<file path="src/sv/lkx_pkg.sv">
// Shared types, constants and helper functions of the LCG key XOR cipher.
`timescale 1ns / 1ps

package lkx_pkg;

    localparam int KEY_LENGTH = 32;
    localparam int KEY_POS_W  = (KEY_LENGTH > 1) ? $clog2(KEY_LENGTH) : 1;
    localparam int DRAW_W     = 15;
    localparam int DATA_W     = 8;
    localparam int STATE_W    = 32;
    localparam int CFG_AW     = 3;
    localparam int CFG_DW     = 32;

    localparam logic [STATE_W-1:0] LCG_MUL = 32'd214013;
    localparam logic [STATE_W-1:0] LCG_INC = 32'd2531011;

    // Word index of the seed register on the configuration port.
    localparam logic [CFG_AW-3:0] REG_SEED = '0;

    localparam logic [KEY_POS_W-1:0] KEY_POS_LAST = KEY_POS_W'(KEY_LENGTH - 1);

    typedef logic [KEY_POS_W-1:0] t_key_pos;

    // Work carried from the generator stage to the key stage.
    typedef struct packed {
        logic [DATA_W-1:0] data_byte;
        logic [DRAW_W-1:0] draw;
        logic              gen;
        t_key_pos          pos;
    } t_gen_item;

    // Remainder modulo 61 of a 15-bit draw, folded with 256 = 12 and 64 = 3 (mod 61).
    function automatic logic [5:0] mod61(input logic [DRAW_W-1:0] x);
        logic [10:0] y;
        logic [7:0]  z;
        logic [7:0]  r;
        y = ({4'd0, x[14:8]} << 3) + ({4'd0, x[14:8]} << 2) + {3'd0, x[7:0]};
        z = {3'd0, y[10:6]} + {2'd0, y[10:6], 1'b0} + {2'd0, y[5:0]};
        if (z >= 8'd122) begin
            r = z - 8'd122;
        end else if (z >= 8'd61) begin
            r = z - 8'd61;
        end else begin
            r = z;
        end
        return r[5:0];
    endfunction

    // Maps 0..60 onto a-z, A-Z, 1-9.
    function automatic logic [DATA_W-1:0] key_char(input logic [5:0] v);
        logic [DATA_W-1:0] w;
        w = {2'd0, v};
        if (v < 6'd26) begin
            return 8'h61 + w;
        end else if (v < 6'd52) begin
            return 8'h41 + w - 8'd26;
        end else begin
            return 8'h31 + w - 8'd52;
        end
    endfunction

endpackage

</file>
<file path="src/sv/lkx_in_if.sv">
// Input and output stream interfaces of the LCG key XOR cipher.
`timescale 1ns / 1ps

interface lkx_in_if;
    logic       valid;
    logic       ready;
    logic [7:0] data_byte;
    logic       restart;

    modport source (output valid, output data_byte, output restart, input ready);
    modport sink   (input valid, input data_byte, input restart, output ready);
endinterface

interface lkx_out_if;
    logic       valid;
    logic       ready;
    logic [7:0] out_byte;

    modport source (output valid, output out_byte, input ready);
    modport sink   (input valid, input out_byte, output ready);
endinterface

</file>
<file path="src/sv/lkx_cfg_regs.sv">
// APB-style configuration port holding the seed register.
`timescale 1ns / 1ps

module lkx_cfg_regs (
    input  logic                          i_clk,
    input  logic                          i_rst_n,
    input  logic                          psel,
    input  logic                          penable,
    input  logic                          pwrite,
    input  logic [lkx_pkg::CFG_AW-1:0]    paddr,
    input  logic [lkx_pkg::CFG_DW-1:0]    pwdata,
    output logic [lkx_pkg::CFG_DW-1:0]    prdata,
    output logic                          pready,
    output logic [lkx_pkg::STATE_W-1:0]   o_seed
);

    logic [lkx_pkg::STATE_W-1:0] r_seed;
    logic                        sel_seed;

    assign pready   = 1'b1;
    assign sel_seed = (paddr[lkx_pkg::CFG_AW-1:2] == lkx_pkg::REG_SEED);

    always_ff @(posedge i_clk) begin
        if (!i_rst_n) begin
            r_seed <= '0;
        end else if (psel && penable && pwrite && sel_seed) begin
            r_seed <= pwdata;
        end
    end

    always_comb begin
        prdata = '0;
        if (sel_seed) begin
            prdata = r_seed;
        end
    end

    assign o_seed = r_seed;

endmodule

</file>
<file path="src/sv/lkx_gen_stage.sv">
// First stage: message control, key position and generator update.
`timescale 1ns / 1ps

module lkx_gen_stage (
    input  logic                          i_clk,
    input  logic                          i_rst_n,
    input  logic [lkx_pkg::STATE_W-1:0]   i_seed,
    input  logic                          i_valid,
    output logic                          o_ready,
    input  logic [lkx_pkg::DATA_W-1:0]    i_data_byte,
    input  logic                          i_restart,
    input  logic                          i_take,
    output logic                          o_valid,
    output lkx_pkg::t_gen_item            o_item
);

    logic [lkx_pkg::STATE_W-1:0] r_lcg_state;
    logic [lkx_pkg::STATE_W-1:0] n_lcg_state;
    lkx_pkg::t_key_pos           r_key_pos;
    lkx_pkg::t_key_pos           n_key_pos;
    logic                        r_key_complete;
    logic                        n_key_complete;
    logic                        r_need_reseed;
    logic                        r_valid;
    lkx_pkg::t_gen_item          r_item;
    lkx_pkg::t_gen_item          n_item;

    logic                        accept;
    logic                        reseed;
    logic [lkx_pkg::STATE_W-1:0] base_state;
    lkx_pkg::t_key_pos           cur_pos;
    logic                        cur_complete;
    logic [lkx_pkg::STATE_W-1:0] stepped;

    assign o_ready = !r_valid || i_take;
    assign accept  = i_valid && o_ready;
    assign reseed  = i_restart || r_need_reseed;

    always_comb begin
        base_state   = reseed ? i_seed : r_lcg_state;
        cur_pos      = reseed ? '0 : r_key_pos;
        cur_complete = reseed ? 1'b0 : r_key_complete;
        stepped      = base_state * lkx_pkg::LCG_MUL + lkx_pkg::LCG_INC;

        n_lcg_state    = cur_complete ? base_state : stepped;
        n_key_complete = cur_complete;
        if (cur_pos == lkx_pkg::KEY_POS_LAST) begin
            n_key_pos      = '0;
            n_key_complete = 1'b1;
        end else begin
            n_key_pos = cur_pos + 1'b1;
        end

        n_item.data_byte = i_data_byte;
        n_item.draw      = stepped[30:16];
        n_item.gen       = !cur_complete;
        n_item.pos       = cur_pos;
    end

    always_ff @(posedge i_clk) begin
        if (!i_rst_n) begin
            r_lcg_state    <= '0;
            r_key_pos      <= '0;
            r_key_complete <= 1'b0;
            r_need_reseed  <= 1'b1;
            r_valid        <= 1'b0;
        end else begin
            if (accept) begin
                r_lcg_state    <= n_lcg_state;
                r_key_pos      <= n_key_pos;
                r_key_complete <= n_key_complete;
                r_need_reseed  <= 1'b0;
            end
            if (o_ready) begin
                r_valid <= i_valid;
            end
        end
    end

    always_ff @(posedge i_clk) begin
        if (accept) begin
            r_item <= n_item;
        end
    end

    assign o_valid = r_valid;
    assign o_item  = r_item;

endmodule

</file>
<file path="src/sv/lkx_key_stage.sv">
// Second stage: key character mapping, key store and output register.
`timescale 1ns / 1ps

module lkx_key_stage (
    input  logic                          i_clk,
    input  logic                          i_rst_n,
    input  logic                          i_valid,
    input  lkx_pkg::t_gen_item            i_item,
    output logic                          o_take,
    output logic                          o_valid,
    output logic [lkx_pkg::DATA_W-1:0]    o_out_byte,
    input  logic                          i_ready
);

    logic [lkx_pkg::DATA_W-1:0] r_key_store [lkx_pkg::KEY_LENGTH];
    logic                       r_out_valid;
    logic [lkx_pkg::DATA_W-1:0] r_out_byte;
    logic [lkx_pkg::DATA_W-1:0] new_char;
    logic [lkx_pkg::DATA_W-1:0] key_byte;
    logic                       move;

    assign o_take = !r_out_valid || i_ready;
    assign move   = i_valid && o_take;

    // Stored entries are read only once the whole key of this message has
    // been written, and every write has left this stage by then.
    always_comb begin
        new_char = lkx_pkg::key_char(lkx_pkg::mod61(i_item.draw));
        key_byte = i_item.gen ? new_char : r_key_store[i_item.pos];
    end

    always_ff @(posedge i_clk) begin
        if (move && i_item.gen) begin
            r_key_store[i_item.pos] <= new_char;
        end
    end

    always_ff @(posedge i_clk) begin
        if (!i_rst_n) begin
            r_out_valid <= 1'b0;
        end else if (o_take) begin
            r_out_valid <= i_valid;
        end
    end

    always_ff @(posedge i_clk) begin
        if (move) begin
            r_out_byte <= i_item.data_byte ^ key_byte;
        end
    end

    assign o_valid    = r_out_valid;
    assign o_out_byte = r_out_byte;

endmodule

</file>
<file path="src/sv/lcg_key_xor_cipher_unit.sv">
// Each item's byte is XORed with a key character: bits 30..16 of an LCG
// (x * 214013 + 2531011 mod 2^32) taken mod 61 and mapped to a-z, A-Z, 1-9
// over the first 32 bytes of a message, then the stored 32-byte key repeats.
// The first item after reset, or any item with restart set, reloads the
// generator from the seed register (byte address 0) and starts the key over.
// One item is accepted every cycle unless the output stalls; each result
// passes the generator register stage and then the output register. The
// generator multiply-add is combinational and sets the item rate. The seed
// must be written only while the block is idle; the block itself does not
// enforce this. A new seed takes effect at the next message start.
`timescale 1ns / 1ps

module lcg_key_xor_cipher_unit (
    input  logic                          i_clk,
    input  logic                          i_rst_n,
    input  logic                          psel,
    input  logic                          penable,
    input  logic                          pwrite,
    input  logic [lkx_pkg::CFG_AW-1:0]    paddr,
    input  logic [lkx_pkg::CFG_DW-1:0]    pwdata,
    output logic [lkx_pkg::CFG_DW-1:0]    prdata,
    output logic                          pready,
    lkx_in_if.sink                        i_in,
    lkx_out_if.source                     o_out
);

    logic [lkx_pkg::STATE_W-1:0] seed;
    logic                        gen_valid;
    lkx_pkg::t_gen_item          gen_item;
    logic                        key_take;

    lkx_cfg_regs u_cfg (
        .i_clk   (i_clk),
        .i_rst_n (i_rst_n),
        .psel    (psel),
        .penable (penable),
        .pwrite  (pwrite),
        .paddr   (paddr),
        .pwdata  (pwdata),
        .prdata  (prdata),
        .pready  (pready),
        .o_seed  (seed)
    );

    lkx_gen_stage u_gen (
        .i_clk       (i_clk),
        .i_rst_n     (i_rst_n),
        .i_seed      (seed),
        .i_valid     (i_in.valid),
        .o_ready     (i_in.ready),
        .i_data_byte (i_in.data_byte),
        .i_restart   (i_in.restart),
        .i_take      (key_take),
        .o_valid     (gen_valid),
        .o_item      (gen_item)
    );

    lkx_key_stage u_key (
        .i_clk      (i_clk),
        .i_rst_n    (i_rst_n),
        .i_valid    (gen_valid),
        .i_item     (gen_item),
        .o_take     (key_take),
        .o_valid    (o_out.valid),
        .o_out_byte (o_out.out_byte),
        .i_ready    (o_out.ready)
    );

endmodule
</file>
<file path="src/flat_wrapper.sv">
// flat-port wrapper written by rule: the top's interface ports become plain ports
module lcg_key_xor_cipher_unit_flat 
  (i_clk, i_rst_n, psel, penable, pwrite, paddr, pwdata, prdata, pready, i_in_valid, i_in_data_byte, i_in_restart, i_in_ready, o_out_valid, o_out_out_byte, o_out_ready);
  lkx_in_if i_in_i ();
  lkx_out_if o_out_i ();
  input  logic i_clk;
  input  logic i_rst_n;
  input  logic psel;
  input  logic penable;
  input  logic pwrite;
  input  logic [lkx_pkg::CFG_AW-1:0] paddr;
  input  logic [lkx_pkg::CFG_DW-1:0] pwdata;
  output logic [lkx_pkg::CFG_DW-1:0] prdata;
  output logic pready;
  input wire logic [$bits(i_in_i.valid)-1:0] i_in_valid;
  input wire logic [$bits(i_in_i.data_byte)-1:0] i_in_data_byte;
  input wire logic [$bits(i_in_i.restart)-1:0] i_in_restart;
  output wire logic [$bits(i_in_i.ready)-1:0] i_in_ready;
  output wire logic [$bits(o_out_i.valid)-1:0] o_out_valid;
  output wire logic [$bits(o_out_i.out_byte)-1:0] o_out_out_byte;
  input wire logic [$bits(o_out_i.ready)-1:0] o_out_ready;
  assign i_in_i.valid = i_in_valid;
  assign i_in_i.data_byte = i_in_data_byte;
  assign i_in_i.restart = i_in_restart;
  assign i_in_ready = i_in_i.ready;
  assign o_out_valid = o_out_i.valid;
  assign o_out_out_byte = o_out_i.out_byte;
  assign o_out_i.ready = o_out_ready;
  lcg_key_xor_cipher_unit u_core (.i_clk(i_clk), .i_rst_n(i_rst_n), .psel(psel), .penable(penable), .pwrite(pwrite), .paddr(paddr), .pwdata(pwdata), .prdata(prdata), .pready(pready), .i_in(i_in_i), .o_out(o_out_i));
endmodule
</file>
<file path="config.mk">
export PLATFORM = sky130hd
export DESIGN_NAME = lcg_key_xor_cipher_unit_flat
export DESIGN_NICKNAME = d
export VERILOG_FILES = /design/src/sv/lkx_pkg.sv /design/src/sv/lkx_in_if.sv /design/src/sv/lkx_cfg_regs.sv /design/src/sv/lkx_gen_stage.sv /design/src/sv/lkx_key_stage.sv /design/src/sv/lcg_key_xor_cipher_unit.sv /design/src/flat_wrapper.sv
export SDC_FILE = /design/constraint.sdc
export NUM_CORES = 1
export LEC_CHECK = 0
export BUFFER_PORTS_ARGS = -buffer_cell sky130_fd_sc_hd__buf_4
export CAP_MARGIN = 15
export CELL_PAD_IN_SITES_DETAIL_PLACEMENT = 0
export CELL_PAD_IN_SITES_GLOBAL_PLACEMENT = 1
export CORE_MARGIN = 2
export CORE_UTILIZATION = 55
export DETAILED_ROUTE_END_ITERATION = 10
export PLACE_DENSITY_LB_ADDON = 0.1
export SYNTH_ARGS = -nofsm -noshare
export SYNTH_HDL_FRONTEND = slang
export SYNTH_SLANG_ARGS = --single-unit
</file>
<file path="constraint.sdc">
create_clock -name i_clk -period 16.7 [get_ports i_clk]
set_input_delay 0.835 -clock i_clk [delete_from_list [all_inputs] [get_ports i_clk]]
set_output_delay 0.835 -clock i_clk [all_outputs]
set_load 0.05 [all_outputs]
</file>
; Yosys cells after proc, flatten, opt, wreduce, memory -nomap -nowiden
; Memory sizes are Yosys's and may differ from the RTL's. A register that Yosys moved wholly into a read port is not among the register bits.
; Cells that the tools add are included.
[totals]
regBits = 110
latch_bits = 0
ramBits = 256
mem_bits_ro = 0
input_bits = 51
out_inout_bits = 43
elab_cells = 61
memories = 1
[classes]
addsub = 13
multipliers = 1
div_mod_pow = 0
order_cmp = 4
eq_ne = 1
n_shift = 0
mux = 15
bitwise = 2
reduce_logical = 12
[mem_list]
columns = memory, words, word_bits, read_ports, rd_ports_with_merged_regs, write_ports, line_no
row1 = u_core.u_key.r_key_store, 32, 8, 1, 1, 1, lkx_key_stage.sv:15  ; logic [lkx_pkg::DATA_W-1:0] r_key_store [lkx_pkg::KEY_LENGTH];
[op_table]
columns = operator, n
row1 = 32-bit 2-to-1 mux, 3
row2 = "32-bit by 22-bit adder with 32-bit output, second input constant", 1
row3 = "32-bit by 18-bit multiplier with 32-bit output, second input constant", 1
row4 = 8-bit 2-to-1 mux, 3
row5 = "7-bit by 6-bit adder with 8-bit output, first input constant", 2
row6 = 5-bit 2-to-1 mux, 3
row7 = 6-bit 2-to-1 mux, 2
row8 = "6-bit subtractor, second input constant", 2
row9 = 10-bit by 9-bit adder with 11-bit output, 1
row10 = 11-bit by 8-bit adder with 11-bit output, 1
row11 = 7-bit by 6-bit adder with 8-bit output, 1
row12 = "8-bit by 6-bit >= comparator with 1-bit output, second input constant", 1
row13 = "8-bit by 7-bit >= comparator with 1-bit output, second input constant", 1
row14 = "7-bit by 6-bit subtractor with 8-bit output, second input constant", 1
row15 = "8-bit by 5-bit subtractor with 8-bit output, second input constant", 1
row16 = 8-bit XOR, 1
row17 = 5-bit by 6-bit adder with 7-bit output, 1
row18 = "6-bit by 6-bit adder with 7-bit output, first input constant", 1
row19 = 1-bit logical AND, 6
row20 = "6-bit by 5-bit < comparator with 1-bit output, second input constant", 1
row21 = "6-bit < comparator, second input constant", 1
row22 = "5-bit by 1-bit adder with 5-bit output, second input constant", 1
row23 = "5-bit equality test, second input constant", 1
row24 = 1-bit 2-to-1 mux, 4
row25 = 3 further kinds, 7

; Depth between registers and ports, before layout
[depth]
depth_word = 13
mapped_depth = 29
depth_no_buf = 28

; Modules after synthesis
; Synthesis repeated with hierarchy kept, for this count alone.
[unflattened]
hier_cells = 1951
area_unflattened_um2 = 23836.6
[modules_own_cells]
columns = mod, n_inst, cells_each, area_per_inst_um2, seq_area_each_um2
row1 = lkx_key_stage, 1, 687, 11851.4, 7947.6
row2 = lkx_gen_stage, 1, 1087, 10447.5, 1651.6
row3 = lkx_cfg_regs, 1, 177, 1537.7, 640.6

; Least setup slack after synthesis
; No wires, ideal clock.
[synth_timing]
kind = in2reg
start = input port i_in_restart
end = register u_core.u_gen.r_item, in the netlist u_core.u_gen.o_item[19], data pin
setup_ns = 0.260
t_arrival_ns = 7.945
t_required_ns = 16.440
setup_slack_ns = 8.495
path_stages = 27
n_path_buf = 3
path_cell_list = nor2_1 clkbuf_1 clkbuf_1 clkbuf_1 mux2i_1 inv_1 fa_1 inv_1 fa_1 inv_1 ha_1 fa_1 inv_1 fa_1 fa_1 inv_1 ha_1 o21a_1 o21a_1 nand2_1 o21ai_0 a221oi_1 o21ai_0 a31oi_1 o21ai_0 nor2_1 xnor2_1
[synth_rtl]
columns = item, line_no
row1 = from (decl), flat_wrapper.sv:17  ; input wire logic [$bits(i_in_i.restart)-1:0] i_in_restart;
row2 = to (signal assigned), lkx_gen_stage.sv:82  ; r_item <= n_item;
row3 = to (decl), lkx_gen_stage.sv:25  ; lkx_pkg::t_gen_item r_item;

==> impl_metrics.toml <==
[setup_path]
reg2regPathDepth = 25
r2r-start = "u_core.u_gen.r_need_reseed$_SDFFE_PN1P_"
cp-start-kind = "flip-flop"
startpoint = "u_core.u_gen.r_need_reseed$_SDFFE_PN1P_"
timing.rr.end = "u_core.u_gen.o_item[19]$_DFFE_PP_"
path_depth = 25
critPathArrivalTime_ns = 8.65
path_class = "reg2reg"
critPathCapture = "u_core.u_gen.o_item[19]$_DFFE_PP_"
cp_data_required_time_ns = 16.99
cpPeakStageDelay_ns = 0.82
slowest_stage = "a221oi_1"
path_buf_inv = 6
r2r_setup_slack_ns = 8.34
crit_family = "adder cells"
end_kind = "flip-flop"
cp_max_fo = 40

[min_path]
holdCritPathClass = "in2reg"

[sta]
slew_headroom = 0.2500
finClkSkew_ns = 0.02198
fin_tns_setup_ns = 0
period_minus_slack_ns = 8.357
finalSetupViolCount = 0
worst_pin_slew_ns = 1.123
max_freq_ghz = 0.1197
hold_viol = 0
fin_crit_sh = 0.5004
grt_setup_unrepaired = "false"
drv_slew = 0
fin_ws_ns = 8.343

[final_layout]
multi_input_area_sq_um = 11790
fin_util = 0.6234
final_design_area_no_fill_sq_um = 26150
drive_above_1_share = 0.1508
layout.area.seq_sq_um = 10340
final_nets = 2334
n_antenna_cell = 0
syn2layout_area_growth_pct = 11.86
fillerInstances = 3276

[placed_design]
gp_congestion = 0.8359
post-place-ws_ns = 7.754
dpl-instance-area_sq_um = 24780
numPortBuffers = 90
dp_hpwl_mm = 37.64

[drt]
drt-wirelength-per-cell_um = 20.27
avgViaCountPerCell = 5.432
ant_nets = 0
vias = 13620
drc = 0
routed_wirelength_mm = 50.84
drtIter0Drc = 770
dr.pass1.iters = 5

[yosys]
ys_seq_area_frac = 0.4423
synth-xor-area-share = 0.02526
synth_cell_types = 81
synthCells = 1815
synth_common_cells = "inv_1, edfxtp_1, fa_1"
synth_compound_area_frac = 0.05593
synthArstFlopShare = 0
synth_top_area_frac = 0.3763
synth_warnings = 0
synth-simple-area-share = 0.06963
synth_area_leader_cell = "edfxtp_1"
synth-seq-cells = 370
synth_top_family_by_area = "adder cells"
synthAdderAreaFrac = 0.2469
synth-main-ff-cell = "edfxtp_1"
synth_edf_count = 293
synth_area_sq_um = 23380
synth.area.mux_share = 0.09965
synthTopCellsByArea = "edfxtp_1, fa_1, ha_1"
synth_area_per_cell_sq_um = 12.88
synth.most_common_cell = "inv_1"

[clocking]
cts_made_buffers = 40
clockRootBuffer = "clkbuf_16"
cts_buffer_depth = 3
h-tree-depth = 2
postCtsHoldBufs = 0
clkTransAtPathRegs_ns = 0.06
clk_latency_ns = 0.57
ctsResizeCount = 0
cts_tree = "yes"
cts_setup_buffers = 0
cts.sinks = 370

[floorplanning]
fp.dieW_um = 210.2
die_y_um = 210.2
design.die.area_sq_um = 44170
core_area_sq_um = 41950
num_rows = 75
ioPinCount = 94
start_util = 0.5573

[flow_run]
cap_violations = 0

[grt]
antenna_found_initial = 0
grt.total_usage = 0.2401
globalRoute.totalOverflow = 0
grt_max_degree = 65
grt_first_pass_wirelength_mm = 80.02
grt_pass1_vias = 14250

[status]
status = "completed"
cell families (layout without fill, tap and decap cells):
logic type	Yosys count	after routing
buffers and inverters	370	493
AND/OR/NAND/NOR	338	338
adder cells (fa/ha/maj)	345	345
other	2	33
AO/OA/AOI/OAI	195	195
multiplexers	130	130
XOR/XNOR	65	65
flip-flops	370	370
layout make-up:
class	instances	share of cell area
flip-flops and latches	370	0.3956
inverters	313	0.04493
well taps	539	0.02579
repair buffers	107	0.03100
clock inverters	24	0.01196
clock buffers	49	0.03995
multi-input cells	1106	0.4508
sequential cells by signal (all words and copies together) (netlist names), named ones only:
register                     cells
u_core.u_gen.o_valid             1
u_core.u_cfg.o_seed             32
u_core.u_gen.r_need_reseed       1
u_core.u_key.r_key_store       256
u_core.u_gen.r_key_pos           5
u_core.u_gen.r_lcg_state        31
u_core.u_gen.r_key_complete      1
u_core.u_key.o_valid             1
u_core.u_key.o_out_byte          8
u_core.u_gen.o_item             29
metrics by stage:
stage,hold slack [ns],std cells
after global routing,0.4280,2508
after CTS,0.4142,2507
final,0.4451,2508
after global placement,0.4402,2434
after detailed placement,0.4466,2434
after floorplan,0.4229,1846
how the worst min path moves through the flow:
stage	start	to	slack (ns)	cells after the start
final	i_in_data_byte[4]	u_core.u_gen.o_item[25]$_DFFE_PP_	0.45	1
after global routing	i_in_data_byte[3]	u_core.u_gen.o_item[24]$_DFFE_PP_	0.43	1
after CTS	i_in_data_byte[2]	u_core.u_gen.o_item[23]$_DFFE_PP_	0.41	1
after detailed placement	u_core.u_gen.r_lcg_state[28]$_SDFFE_PN0P_	u_core.u_gen.r_lcg_state[28]$_SDFFE_PN0P_	0.45	2
after global placement	u_core.u_gen.r_lcg_state[17]$_SDFFE_PN0P_	u_core.u_gen.r_lcg_state[17]$_SDFFE_PN0P_	0.44	2
after floorplan	u_core.u_gen.r_need_reseed$_SDFFE_PN1P_	u_core.u_gen.r_need_reseed$_SDFFE_PN1P_	0.42	2
cell usage in the layout (no fill, tap or decap), types with 18 or more instances in the layout:
| master | count |
|---|---|
| inv_1 | 312 |
| edfxtp_1 | 293 |
| fa_1 | 194 |
| ha_1 | 151 |
| nand2_1 | 144 |
| buf_4 | 106 |
| a21oi_1 | 81 |
| mux4_2 | 80 |
| dfxtp_1 | 75 |
| nor2_1 | 69 |
| xnor2_1 | 44 |
| nor2b_1 | 41 |
| clkbuf_16 | 40 |
| conb_1 | 33 |
| mux2i_1 | 31 |
| o21ai_0 | 25 |
| mux2_2 | 18 |
metal layers:
layer | track usage | wire length, um
met5 | 0 | 0
met4 | 0.06407 | 921
met3 | 0.02369 | 1819
met2 | 0.4303 | 26620
met1 | 0.3146 | 21480
worst reg2reg max path, delay by kind of cell, from the launching register on:
| kind | cells | cell delay [ns] |
|---|---|---|
| compound gates | 7 | 2.38 |
| flops | 1 | 0.36 |
| mux | 1 | 0.54 |
| buf+inv | 6 | 1.10 |
| fa+ha+maj | 7 | 3.22 |
| xor+xnor | 1 | 0.12 |
| simple gates | 3 | 0.36 |
Power is left out: the tool's default activity adds up to more than one toggle a clock period on the data nets, which glitch-free logic cannot reach.
